==> config.mk <==
export PLATFORM = sky130hd
export DESIGN_NAME = min_tracking_stack_flat
export DESIGN_NICKNAME = d
export VERILOG_FILES = /design/src/rtl/mts_pkg.sv /design/src/rtl/mts_if.sv /design/src/rtl/mts_ram.sv /design/src/rtl/mts_outq.sv /design/src/rtl/mts_ctrl.sv /design/src/rtl/min_tracking_stack.sv /design/src/flat_wrapper.sv
export SDC_FILE = /design/constraint.sdc
export NUM_CORES = 2
export LEC_CHECK = 0
export ABC_AREA = 1
export BUFFER_PORTS_ARGS = -buffer_cell sky130_fd_sc_hd__buf_2
export CAP_MARGIN = 20
export CORE_UTILIZATION = 52
export DETAILED_ROUTE_END_ITERATION = 12
export GPL_TIMING_DRIVEN = 0
export PLACE_DENSITY_LB_ADDON = 0.3
export SLEW_MARGIN = 15
export SYNTH_ARGS = -nofsm -noshare
export SYNTH_HDL_FRONTEND = slang
export SYNTH_SLANG_ARGS = --single-unit
==> constraint.sdc <==
create_clock -name i_clk -period 11.85 [get_ports i_clk]
set_input_delay 3.555 -clock i_clk [delete_from_list [all_inputs] [get_ports i_clk]]
set_output_delay 3.555 -clock i_clk [all_outputs]
set_load 0.01 [all_outputs]
==> src/rtl/mts_pkg.sv <==
// ----------------------------------------------------------------------------
// mts_pkg
// Shared types and codes for the min tracking stack.
// ----------------------------------------------------------------------------
package mts_pkg;

    localparam int DATA_W = 32;
    localparam int SIZE_W = 5;

    typedef logic [1:0]               t_op;
    typedef logic [1:0]               t_status;
    typedef logic signed [DATA_W-1:0] t_data;
    typedef logic [SIZE_W-1:0]        t_size;

    localparam t_op OP_PUSH  = 2'd0;
    localparam t_op OP_POP   = 2'd1;
    localparam t_op OP_QUERY = 2'd2;

    localparam t_status ST_OK    = 2'd0;
    localparam t_status ST_FULL  = 2'd1;
    localparam t_status ST_EMPTY = 2'd2;

    typedef struct packed {
        t_status status;
        t_data   popped_value;
        t_data   current_min;
        t_size   stack_size;
    } t_res;

endpackage

==> src/rtl/mts_if.sv <==
// ----------------------------------------------------------------------------
// mts_if
// Command and response channels of the min tracking stack.
// ----------------------------------------------------------------------------
interface mts_in_if
    import mts_pkg::*;
();
    logic  valid;
    logic  ready;
    t_op   opcode;
    t_data value;

    modport source (output valid, output opcode, output value, input ready);
    modport sink   (input valid, input opcode, input value, output ready);
endinterface

interface mts_out_if
    import mts_pkg::*;
();
    logic    valid;
    logic    ready;
    t_status status;
    t_data   popped_value;
    t_data   current_min;
    t_size   stack_size;

    modport source (output valid, output status, output popped_value,
                    output current_min, output stack_size, input ready);
    modport sink   (input valid, input status, input popped_value,
                    input current_min, input stack_size, output ready);
endinterface

==> src/rtl/mts_ram.sv <==
// ----------------------------------------------------------------------------
// mts_ram
// Generic single write port, single read port RAM with registered read.
// ----------------------------------------------------------------------------
module mts_ram #(
    parameter int WIDTH = 32,
    parameter int DEPTH = 16
) (
    input  logic                     i_clk,
    input  logic                     i_we,
    input  logic [$clog2(DEPTH)-1:0] i_waddr,
    input  logic [WIDTH-1:0]         i_wdata,
    input  logic [$clog2(DEPTH)-1:0] i_raddr,
    output logic [WIDTH-1:0]         o_rdata
);

    logic [WIDTH-1:0] r_mem [DEPTH];
    logic [WIDTH-1:0] r_rdata;

    always_ff @(posedge i_clk) begin
        if (i_we) begin
            r_mem[i_waddr] <= i_wdata;
        end
        r_rdata <= r_mem[i_raddr];
    end

    assign o_rdata = r_rdata;

endmodule

==> src/rtl/mts_outq.sv <==
// ----------------------------------------------------------------------------
// mts_outq
// Two-beat response queue: output register plus skid stage.
// ----------------------------------------------------------------------------
module mts_outq
    import mts_pkg::*;
(
    input  logic          i_clk,
    input  logic          i_rst_n,
    input  logic          i_push,
    input  t_res          i_res,
    output logic          o_space,
    mts_out_if.source     o_rsp
);

    t_res       r_q0, n_q0;
    t_res       r_q1, n_q1;
    logic [1:0] r_cnt, n_cnt;
    logic       pop;

    assign pop     = o_rsp.valid && o_rsp.ready;
    assign o_space = (r_cnt != 2'd2);

    always_comb begin
        n_q0  = r_q0;
        n_q1  = r_q1;
        n_cnt = r_cnt;
        case ({i_push, pop})
            2'b10: begin
                if (r_cnt == 2'd0) begin
                    n_q0 = i_res;
                end else begin
                    n_q1 = i_res;
                end
                n_cnt = r_cnt + 2'd1;
            end
            2'b01: begin
                n_q0  = r_q1;
                n_cnt = r_cnt - 2'd1;
            end
            2'b11: begin
                if (r_cnt == 2'd1) begin
                    n_q0 = i_res;
                end else begin
                    n_q0 = r_q1;
                    n_q1 = i_res;
                end
            end
            default: begin
            end
        endcase
    end

    always_ff @(posedge i_clk) begin
        if (!i_rst_n) begin
            r_cnt <= 2'd0;
        end else begin
            r_cnt <= n_cnt;
        end
        r_q0 <= n_q0;
        r_q1 <= n_q1;
    end

    assign o_rsp.valid        = (r_cnt != 2'd0);
    assign o_rsp.status       = r_q0.status;
    assign o_rsp.popped_value = r_q0.popped_value;
    assign o_rsp.current_min  = r_q0.current_min;
    assign o_rsp.stack_size   = r_q0.stack_size;

    a_no_overflow: assert property (@(posedge i_clk) disable iff (!i_rst_n)
        (r_cnt == 2'd2) |-> !i_push)
        else $error("response pushed into full queue");

    a_cnt_range: assert property (@(posedge i_clk) disable iff (!i_rst_n)
        r_cnt != 2'd3)
        else $error("response queue count out of range");

    a_pop_empty: assert property (@(posedge i_clk) disable iff (!i_rst_n)
        (r_cnt == 2'd0) |=> (r_cnt != 2'd2))
        else $error("response queue grew by two beats");

endmodule

==> src/rtl/mts_ctrl.sv <==
// ----------------------------------------------------------------------------
// mts_ctrl
// Stack engine: counters, cached tops, memory access and refill after a pop.
// ----------------------------------------------------------------------------
module mts_ctrl
    import mts_pkg::*;
#(
    parameter int DEPTH = 16
) (
    input  logic      i_clk,
    input  logic      i_rst_n,
    mts_in_if.sink    i_cmd,
    input  logic      i_space,
    output logic      o_res_valid,
    output t_res      o_res
);

    localparam int CW = $clog2(DEPTH + 1);
    localparam int AW = $clog2(DEPTH);

    typedef enum logic [1:0] {
        S_IDLE = 2'b01,
        S_FILL = 2'b10
    } t_state;

    t_state        r_state, n_state;
    logic [CW-1:0] r_main_cnt, n_main_cnt;
    logic [CW-1:0] r_min_cnt, n_min_cnt;
    t_data         r_main_top, n_main_top;
    t_data         r_min_top, n_min_top;
    t_data         r_popped, n_popped;
    logic          r_min_popped, n_min_popped;

    logic          acc;
    logic          main_we;
    logic          min_we;
    logic [CW-1:0] main_m2;
    logic [CW-1:0] min_m2;
    t_data         main_rdata;
    t_data         min_rdata;
    t_data         min_top_c;

    assign acc       = i_cmd.valid && i_cmd.ready;
    assign min_top_c = (r_min_cnt == '0) ? '0 : r_min_top;
    assign main_m2   = r_main_cnt - CW'(2);
    assign min_m2    = r_min_cnt - CW'(2);

    mts_ram #(.WIDTH(DATA_W), .DEPTH(DEPTH)) u_main_ram (
        .i_clk   (i_clk),
        .i_we    (main_we),
        .i_waddr (r_main_cnt[AW-1:0]),
        .i_wdata (i_cmd.value),
        .i_raddr (main_m2[AW-1:0]),
        .o_rdata (main_rdata)
    );

    mts_ram #(.WIDTH(DATA_W), .DEPTH(DEPTH)) u_min_ram (
        .i_clk   (i_clk),
        .i_we    (min_we),
        .i_waddr (r_min_cnt[AW-1:0]),
        .i_wdata (i_cmd.value),
        .i_raddr (min_m2[AW-1:0]),
        .o_rdata (min_rdata)
    );

    always_comb begin
        n_state      = r_state;
        n_main_cnt   = r_main_cnt;
        n_min_cnt    = r_min_cnt;
        n_main_top   = r_main_top;
        n_min_top    = r_min_top;
        n_popped     = r_popped;
        n_min_popped = r_min_popped;
        main_we      = 1'b0;
        min_we       = 1'b0;
        o_res_valid  = 1'b0;
        o_res.status       = ST_OK;
        o_res.popped_value = '0;
        unique case (r_state)
            S_IDLE: begin
                if (acc) begin
                    o_res_valid = 1'b1;
                    case (i_cmd.opcode)
                        OP_PUSH: begin
                            if (r_main_cnt < CW'(DEPTH)) begin
                                main_we    = 1'b1;
                                n_main_cnt = r_main_cnt + CW'(1);
                                n_main_top = i_cmd.value;
                                if ((r_main_cnt == '0 || i_cmd.value <= min_top_c)
                                        && r_min_cnt < CW'(DEPTH)) begin
                                    min_we    = 1'b1;
                                    n_min_cnt = r_min_cnt + CW'(1);
                                    n_min_top = i_cmd.value;
                                end
                            end else begin
                                o_res.status = ST_FULL;
                            end
                        end
                        OP_POP: begin
                            if (r_main_cnt != '0) begin
                                o_res_valid  = 1'b0;
                                n_state      = S_FILL;
                                n_main_cnt   = r_main_cnt - CW'(1);
                                n_popped     = r_main_top;
                                n_min_popped = (r_min_cnt != '0)
                                               && (r_main_top == r_min_top);
                                if (n_min_popped) begin
                                    n_min_cnt = r_min_cnt - CW'(1);
                                end
                            end else begin
                                o_res.status = ST_EMPTY;
                            end
                        end
                        default: begin
                        end
                    endcase
                end
            end
            S_FILL: begin
                o_res_valid        = 1'b1;
                o_res.popped_value = r_popped;
                n_state            = S_IDLE;
                n_min_popped       = 1'b0;
                n_main_top         = main_rdata;
                if (r_min_popped) begin
                    n_min_top = min_rdata;
                end
            end
            default: begin
                n_state = S_IDLE;
            end
        endcase
        o_res.current_min = (n_main_cnt == '0 || n_min_cnt == '0) ? '0 : n_min_top;
        o_res.stack_size  = t_size'(n_main_cnt);
    end

    assign i_cmd.ready = (r_state == S_IDLE) && i_space;

    always_ff @(posedge i_clk) begin
        if (!i_rst_n) begin
            r_state      <= S_IDLE;
            r_main_cnt   <= '0;
            r_min_cnt    <= '0;
            r_min_popped <= 1'b0;
        end else begin
            r_state      <= n_state;
            r_main_cnt   <= n_main_cnt;
            r_min_cnt    <= n_min_cnt;
            r_min_popped <= n_min_popped;
        end
        r_main_top <= n_main_top;
        r_min_top  <= n_min_top;
        r_popped   <= n_popped;
    end

    a_cnt_bound: assert property (@(posedge i_clk) disable iff (!i_rst_n)
        r_main_cnt <= CW'(DEPTH))
        else $error("stack count above depth");

    a_min_le_main: assert property (@(posedge i_clk) disable iff (!i_rst_n)
        r_min_cnt <= r_main_cnt)
        else $error("minimum stack deeper than main stack");

    a_fill_after_pop: assert property (@(posedge i_clk) disable iff (!i_rst_n)
        (r_state == S_FILL) |-> $past(acc && i_cmd.opcode == OP_POP))
        else $error("refill without a pop");

    a_fill_one_cycle: assert property (@(posedge i_clk) disable iff (!i_rst_n)
        (r_state == S_FILL) |=> (r_state == S_IDLE))
        else $error("refill lasted more than one cycle");

endmodule

==> src/rtl/min_tracking_stack.sv <==
// ----------------------------------------------------------------------------
// min_tracking_stack
// Bounded stack of signed 32-bit values that reports its current minimum.
// ----------------------------------------------------------------------------
// Push, query, a push to a full stack and a pop from an empty stack skip
// refill, so they are accepted back to back while the response queue has
// space. A pop that removes an entry enters refill: the new main and minimum
// tops come from the registered read port of both stack memories in the cycle
// after the pop is accepted. A two-beat response queue lets commands keep
// flowing while one response waits. No clearing pass runs after reset.
module min_tracking_stack
    import mts_pkg::*;
#(
    parameter int DEPTH = 16
) (
    input  logic      i_clk,
    input  logic      i_rst_n,
    mts_in_if.sink    i_cmd,
    mts_out_if.source o_rsp
);

    logic res_valid;
    t_res res;
    logic space;

    mts_ctrl #(.DEPTH(DEPTH)) u_ctrl (
        .i_clk       (i_clk),
        .i_rst_n     (i_rst_n),
        .i_cmd       (i_cmd),
        .i_space     (space),
        .o_res_valid (res_valid),
        .o_res       (res)
    );

    mts_outq u_outq (
        .i_clk   (i_clk),
        .i_rst_n (i_rst_n),
        .i_push  (res_valid),
        .i_res   (res),
        .o_space (space),
        .o_rsp   (o_rsp)
    );

endmodule
==> src/flat_wrapper.sv <==
// flat-port wrapper written by rule: the top's interface ports become plain ports
module min_tracking_stack_flat import mts_pkg::*;
#(
    parameter int DEPTH = 16
)
  (i_clk, i_rst_n, i_cmd_valid, i_cmd_opcode, i_cmd_value, i_cmd_ready, o_rsp_valid, o_rsp_status, o_rsp_popped_value, o_rsp_current_min, o_rsp_stack_size, o_rsp_ready);
  mts_in_if i_cmd_i ();
  mts_out_if o_rsp_i ();
  input  logic i_clk;
  input  logic i_rst_n;
  input wire logic [$bits(i_cmd_i.valid)-1:0] i_cmd_valid;
  input wire logic [$bits(i_cmd_i.opcode)-1:0] i_cmd_opcode;
  input wire logic [$bits(i_cmd_i.value)-1:0] i_cmd_value;
  output wire logic [$bits(i_cmd_i.ready)-1:0] i_cmd_ready;
  output wire logic [$bits(o_rsp_i.valid)-1:0] o_rsp_valid;
  output wire logic [$bits(o_rsp_i.status)-1:0] o_rsp_status;
  output wire logic [$bits(o_rsp_i.popped_value)-1:0] o_rsp_popped_value;
  output wire logic [$bits(o_rsp_i.current_min)-1:0] o_rsp_current_min;
  output wire logic [$bits(o_rsp_i.stack_size)-1:0] o_rsp_stack_size;
  input wire logic [$bits(o_rsp_i.ready)-1:0] o_rsp_ready;
  assign i_cmd_i.valid = i_cmd_valid;
  assign i_cmd_i.opcode = i_cmd_opcode;
  assign i_cmd_i.value = i_cmd_value;
  assign i_cmd_ready = i_cmd_i.ready;
  assign o_rsp_valid = o_rsp_i.valid;
  assign o_rsp_status = o_rsp_i.status;
  assign o_rsp_popped_value = o_rsp_i.popped_value;
  assign o_rsp_current_min = o_rsp_i.current_min;
  assign o_rsp_stack_size = o_rsp_i.stack_size;
  assign o_rsp_i.ready = o_rsp_ready;
  min_tracking_stack #(.DEPTH(DEPTH)) u_core (.i_clk(i_clk), .i_rst_n(i_rst_n), .i_cmd(i_cmd_i), .o_rsp(o_rsp_i));
endmodule
==> flow_summary.json <==
{
  "status": "completed",
  "synthAdderAreaFrac_pct": 1.30,
  "holdBufCountCts": 0,
  "path_cells": "buf_2 > ha_1 > a21oi_1 > o21ai_0 > nand2_1 > nand2_1 > a21oi_1 > nand3_1 > nand3_4 > nand2_1 > inv_2 > nand2_4 > inv_2 > buf_2 > nand2_1 > nor2_4 > buf_16",
  "core_um2": 102000,
  "synthSimpleGateAreaFrac_pct": 10.1,
  "antenna_found_initial": 14,
  "synth_top_family_by_area": "compound AO/OA/AOI/OAI gates",
  "maxCapViolations": 0,
  "cts_htree_levels": 4,
  "synth_compound_area_share_pct": 11.9,
  "worst-r2r-cell-count": 24,
  "ys_seq_elements": 1341,
  "synth_area_per_cell_um2": 12.5,
  "cts_root_buf": "clkbuf_16",
  "worstSetupStartpointType": "input port",
  "synth_cell_type_count": 45,
  "tightest_slew_ns": 1.18,
  "cp.arrival_ns": 7.81,
  "rsz0062_at_grt": "false",
  "postCtsSetupRepairBufs": 0,
  "cts.sinks": 1341,
  "rrSetupSlack_ns": 4.55,
  "hold_end": "u_core.u_ctrl.r_popped[28]",
  "vdd_drop_max_v": 0.000224,
  "path_depth": 17,
  "dr.pass1.iters": 6,
  "final_common_cell": "edfxtp_1",
  "wl_per_cell_um": 27.9,
  "cp.required_ns": 12.30,
  "synth_xor_area_share_pct": 0.423,
  "cts.clk_slew.worst_paths_ns": 0.07,
  "vias_per_cell": 6.21,
  "drv_slew": 0,
  "cts_buffer_depth": 3,
  "period_share_pct": 62.1,
  "power_leakage_nw": 21.3,
  "nets": 4696,
  "final_layout_size_suffix_gt1_share_pct": 9.69,
  "grt_max_degree": 35,
  "worstSetupEndpointType": "flip-flop",
  "grt_pass1_vias": 35500,
  "cp_slowest_cell": "buf_2",
  "r2r-start": "u_core.u_ctrl.r_min_cnt[0]",
  "synth_mux_area_share_pct": 0,
  "grt_overflow": 0,
  "ios": 111,
  "ys_seq_area_share_pct": 72.8,
  "num_vias": 37700,
  "hp-start": "u_core.u_ctrl.r_main_top[28]",
  "hold_viol": 0,
  "synth_warnings": 0,
  "cts-resized-gates": 0,
  "place.gp.congestion": 0.961,
  "path_buf_inv": 5,
  "finalSetupTns_ns": 0,
  "slowest_delay_ns": 0.84,
  "setup_viol": 0,
  "max_freq_mhz": 136,
  "design.die.area_um2": 105000,
  "dp.final_hpwl_um": 112000,
  "worst-path-max-fanout": 34,
  "drt_iter0_markers": 6121,
  "drt-total-wl_um": 169000,
  "fin_crit_ns": 7.36,
  "ant_nets": 0,
  "p_per_area_nw_per_um2": 212,
  "drc": 0,
  "instances_no_fill": 6073,
  "grt_pass1_wl_um": 240000,
  "utilization_pct": 60.4,
  "hold_depth": 0,
  "dp.cells": 5834,
  "crit_top_cell": "nand2_1",
  "crit_type": "in -> reg",
  "cts_made_buffers": 134,
  "die_x_um": 324,
  "initial_core_util_pct": 52.6,
  "synthCells": 4307,
  "hold_class": "reg -> reg",
  "cp_top_family": "simple AND/OR/NAND/NOR gates",
  "grt_util_all_layers_pct": 32.2,
  "clk_latency_ns": 0.77,
  "power_mw": 13.1,
  "syn_nets": 4401,
  "cts_tree": "done",
  "r2r-end": "u_core.u_ctrl.u_min_ram.r_mem[1][0]",
  "layout_common_cells": "1230 x edfxtp_1, 632 x nor2_1, 623 x o21ai_0",
  "die_y_um": 324,
  "std_cell_rows": 117,
  "slew_headroom_pct": 20.6,
  "syn_to_final_growth_pct": 14.8,
  "synthesis.area_um2": 53800,
  "portBuffers": 110,
  "skew_ns": 0.0308
}
-- sequential cells by signal, summed over array words and instances, names as in the netlist --
signal / cells
u_core.u_ctrl.r_min_popped: 1
u_core.u_outq.o_rsp.stack_size: 5
u_core.u_ctrl.r_min_top: 32
u_core.u_outq.o_rsp.status: 2
u_core.u_outq.r_q1: 71
u_core.u_outq.r_cnt: 2
u_core.u_ctrl.u_main_ram.o_rdata: 32
u_core.u_ctrl.u_min_ram.o_rdata: 32
u_core.u_ctrl.r_state: 2
u_core.u_outq.o_rsp.current_min: 32
u_core.u_ctrl.r_main_cnt: 5
u_core.u_ctrl.u_main_ram.r_mem: 512
u_core.u_ctrl.r_popped: 32
u_core.u_ctrl.r_main_top: 32
u_core.u_ctrl.u_min_ram.r_mem: 512
u_core.u_outq.o_rsp.popped_value: 32
u_core.u_ctrl.r_min_cnt: 5
-- power by group --
part           internal [mW]  total, mW  switching (mW)
Combinational          0.815       3.00            2.19
Sequential              5.69       5.90           0.205
Clock                   2.40       4.22            1.82
-- final cells by class --
cell class,instances,area (µm²)
antenna,1,2.50
buffer,278,1110
timing repair buffer,159,1660
fill,7845,40400
clock buffer,171,3590
clock inverter,67,738
tap,1368,1710
multi-input combinational,2488,13000
inverter,200,751
sequential,1341,39200
-- how the worst max path moves through the flow --
stage,start,to,slack [ns]
floorplan,i_cmd_opcode[0],u_core.u_outq.o_rsp.current_min[0],2.21
global placement,i_cmd_value[19],u_core.u_ctrl.u_min_ram.r_mem[15][8],0.24
detailed placement,i_cmd_value[19],u_core.u_ctrl.u_min_ram.r_mem[1][4],3.93
CTS,i_cmd_value[27],u_core.u_ctrl.u_min_ram.r_mem[1][0],4.69
global route,i_cmd_value[19],u_core.u_ctrl.u_min_ram.r_mem[4][28],4.42
finish,i_cmd_value[27],u_core.u_ctrl.u_min_ram.r_mem[1][0],4.49
-- worst register-to-register path: cells and delay by family, from the launching register on --
kind | cells | cell delay [ns]
buffers and inverters | 9 | 3.29
flip-flops | 1 | 0.37
adder cells (fa/ha/maj) | 2 | 0.79
AND/OR/NAND/NOR | 13 | 2.56
-- stage by stage --
stage                     instance area, µm²  setup slack, ns  hold slack [ns]
after floorplan                        53800             2.21            0.442
after global placement                 56000            0.238            0.461
after detailed placement               57400             3.93            0.462
after CTS                              61800             4.69            0.469
after global routing                   61800             4.42            0.491
final                                  61800             4.49            0.465
-- routing by layer --
layer  up-vias  wire length [µm]  share of wire (%)  GRT usage, %
li1      16300                 -                  -             -
met2      2708             75000                 44          48.4
met3       460             22700                 13          7.79
met4         4              9130                5.4          17.0
met5         -                22              0.013             0
met1     18200             62500                 37          43.6
-- cell families after synthesis --
family / Yosys count
XOR/XNOR: 26
AND/OR/NAND/NOR: 1351
flip-flops: 1341
adder cells (fa/ha/maj): 56
AO/OA/AOI/OAI: 1055
buffers and inverters: 478
-- cell usage after synthesis, drive strengths merged --
| master | count | area [µm²] |
|---|---|---|
| a21boi | 1 | 7.51 |
| a21o | 1 | 7.51 |
| a21oi | 95 | 577 |
| a22o | 2 | 17.5 |
| a31oi | 1 | 6.26 |
| and3 | 2 | 12.5 |
| buf | 32 | 183 |
| clkbuf | 246 | 923 |
| clkinv | 2 | 7.51 |
| dfxtp | 111 | 2220 |
| edfxtp | 1230 | 36900 |
| ha | 56 | 701 |
| inv | 198 | 743 |
| nand2 | 493 | 1880 |
| nand3 | 129 | 663 |
| nand3b | 1 | 7.51 |
| nand4 | 40 | 256 |
| nor2 | 671 | 2550 |
| nor3 | 9 | 55.1 |
| nor3b | 1 | 7.51 |
| o211ai | 65 | 488 |
| o21a | 2 | 15.0 |
| o21ai | 628 | 3140 |
| o21bai | 1 | 7.51 |
| o221ai | 192 | 1680 |
| o22ai | 65 | 407 |
| o311ai | 2 | 17.5 |
| or2 | 5 | 31.3 |
| xnor2 | 14 | 123 |
| xor2 | 12 | 105 |
Power figures use the tool's default switching activity.
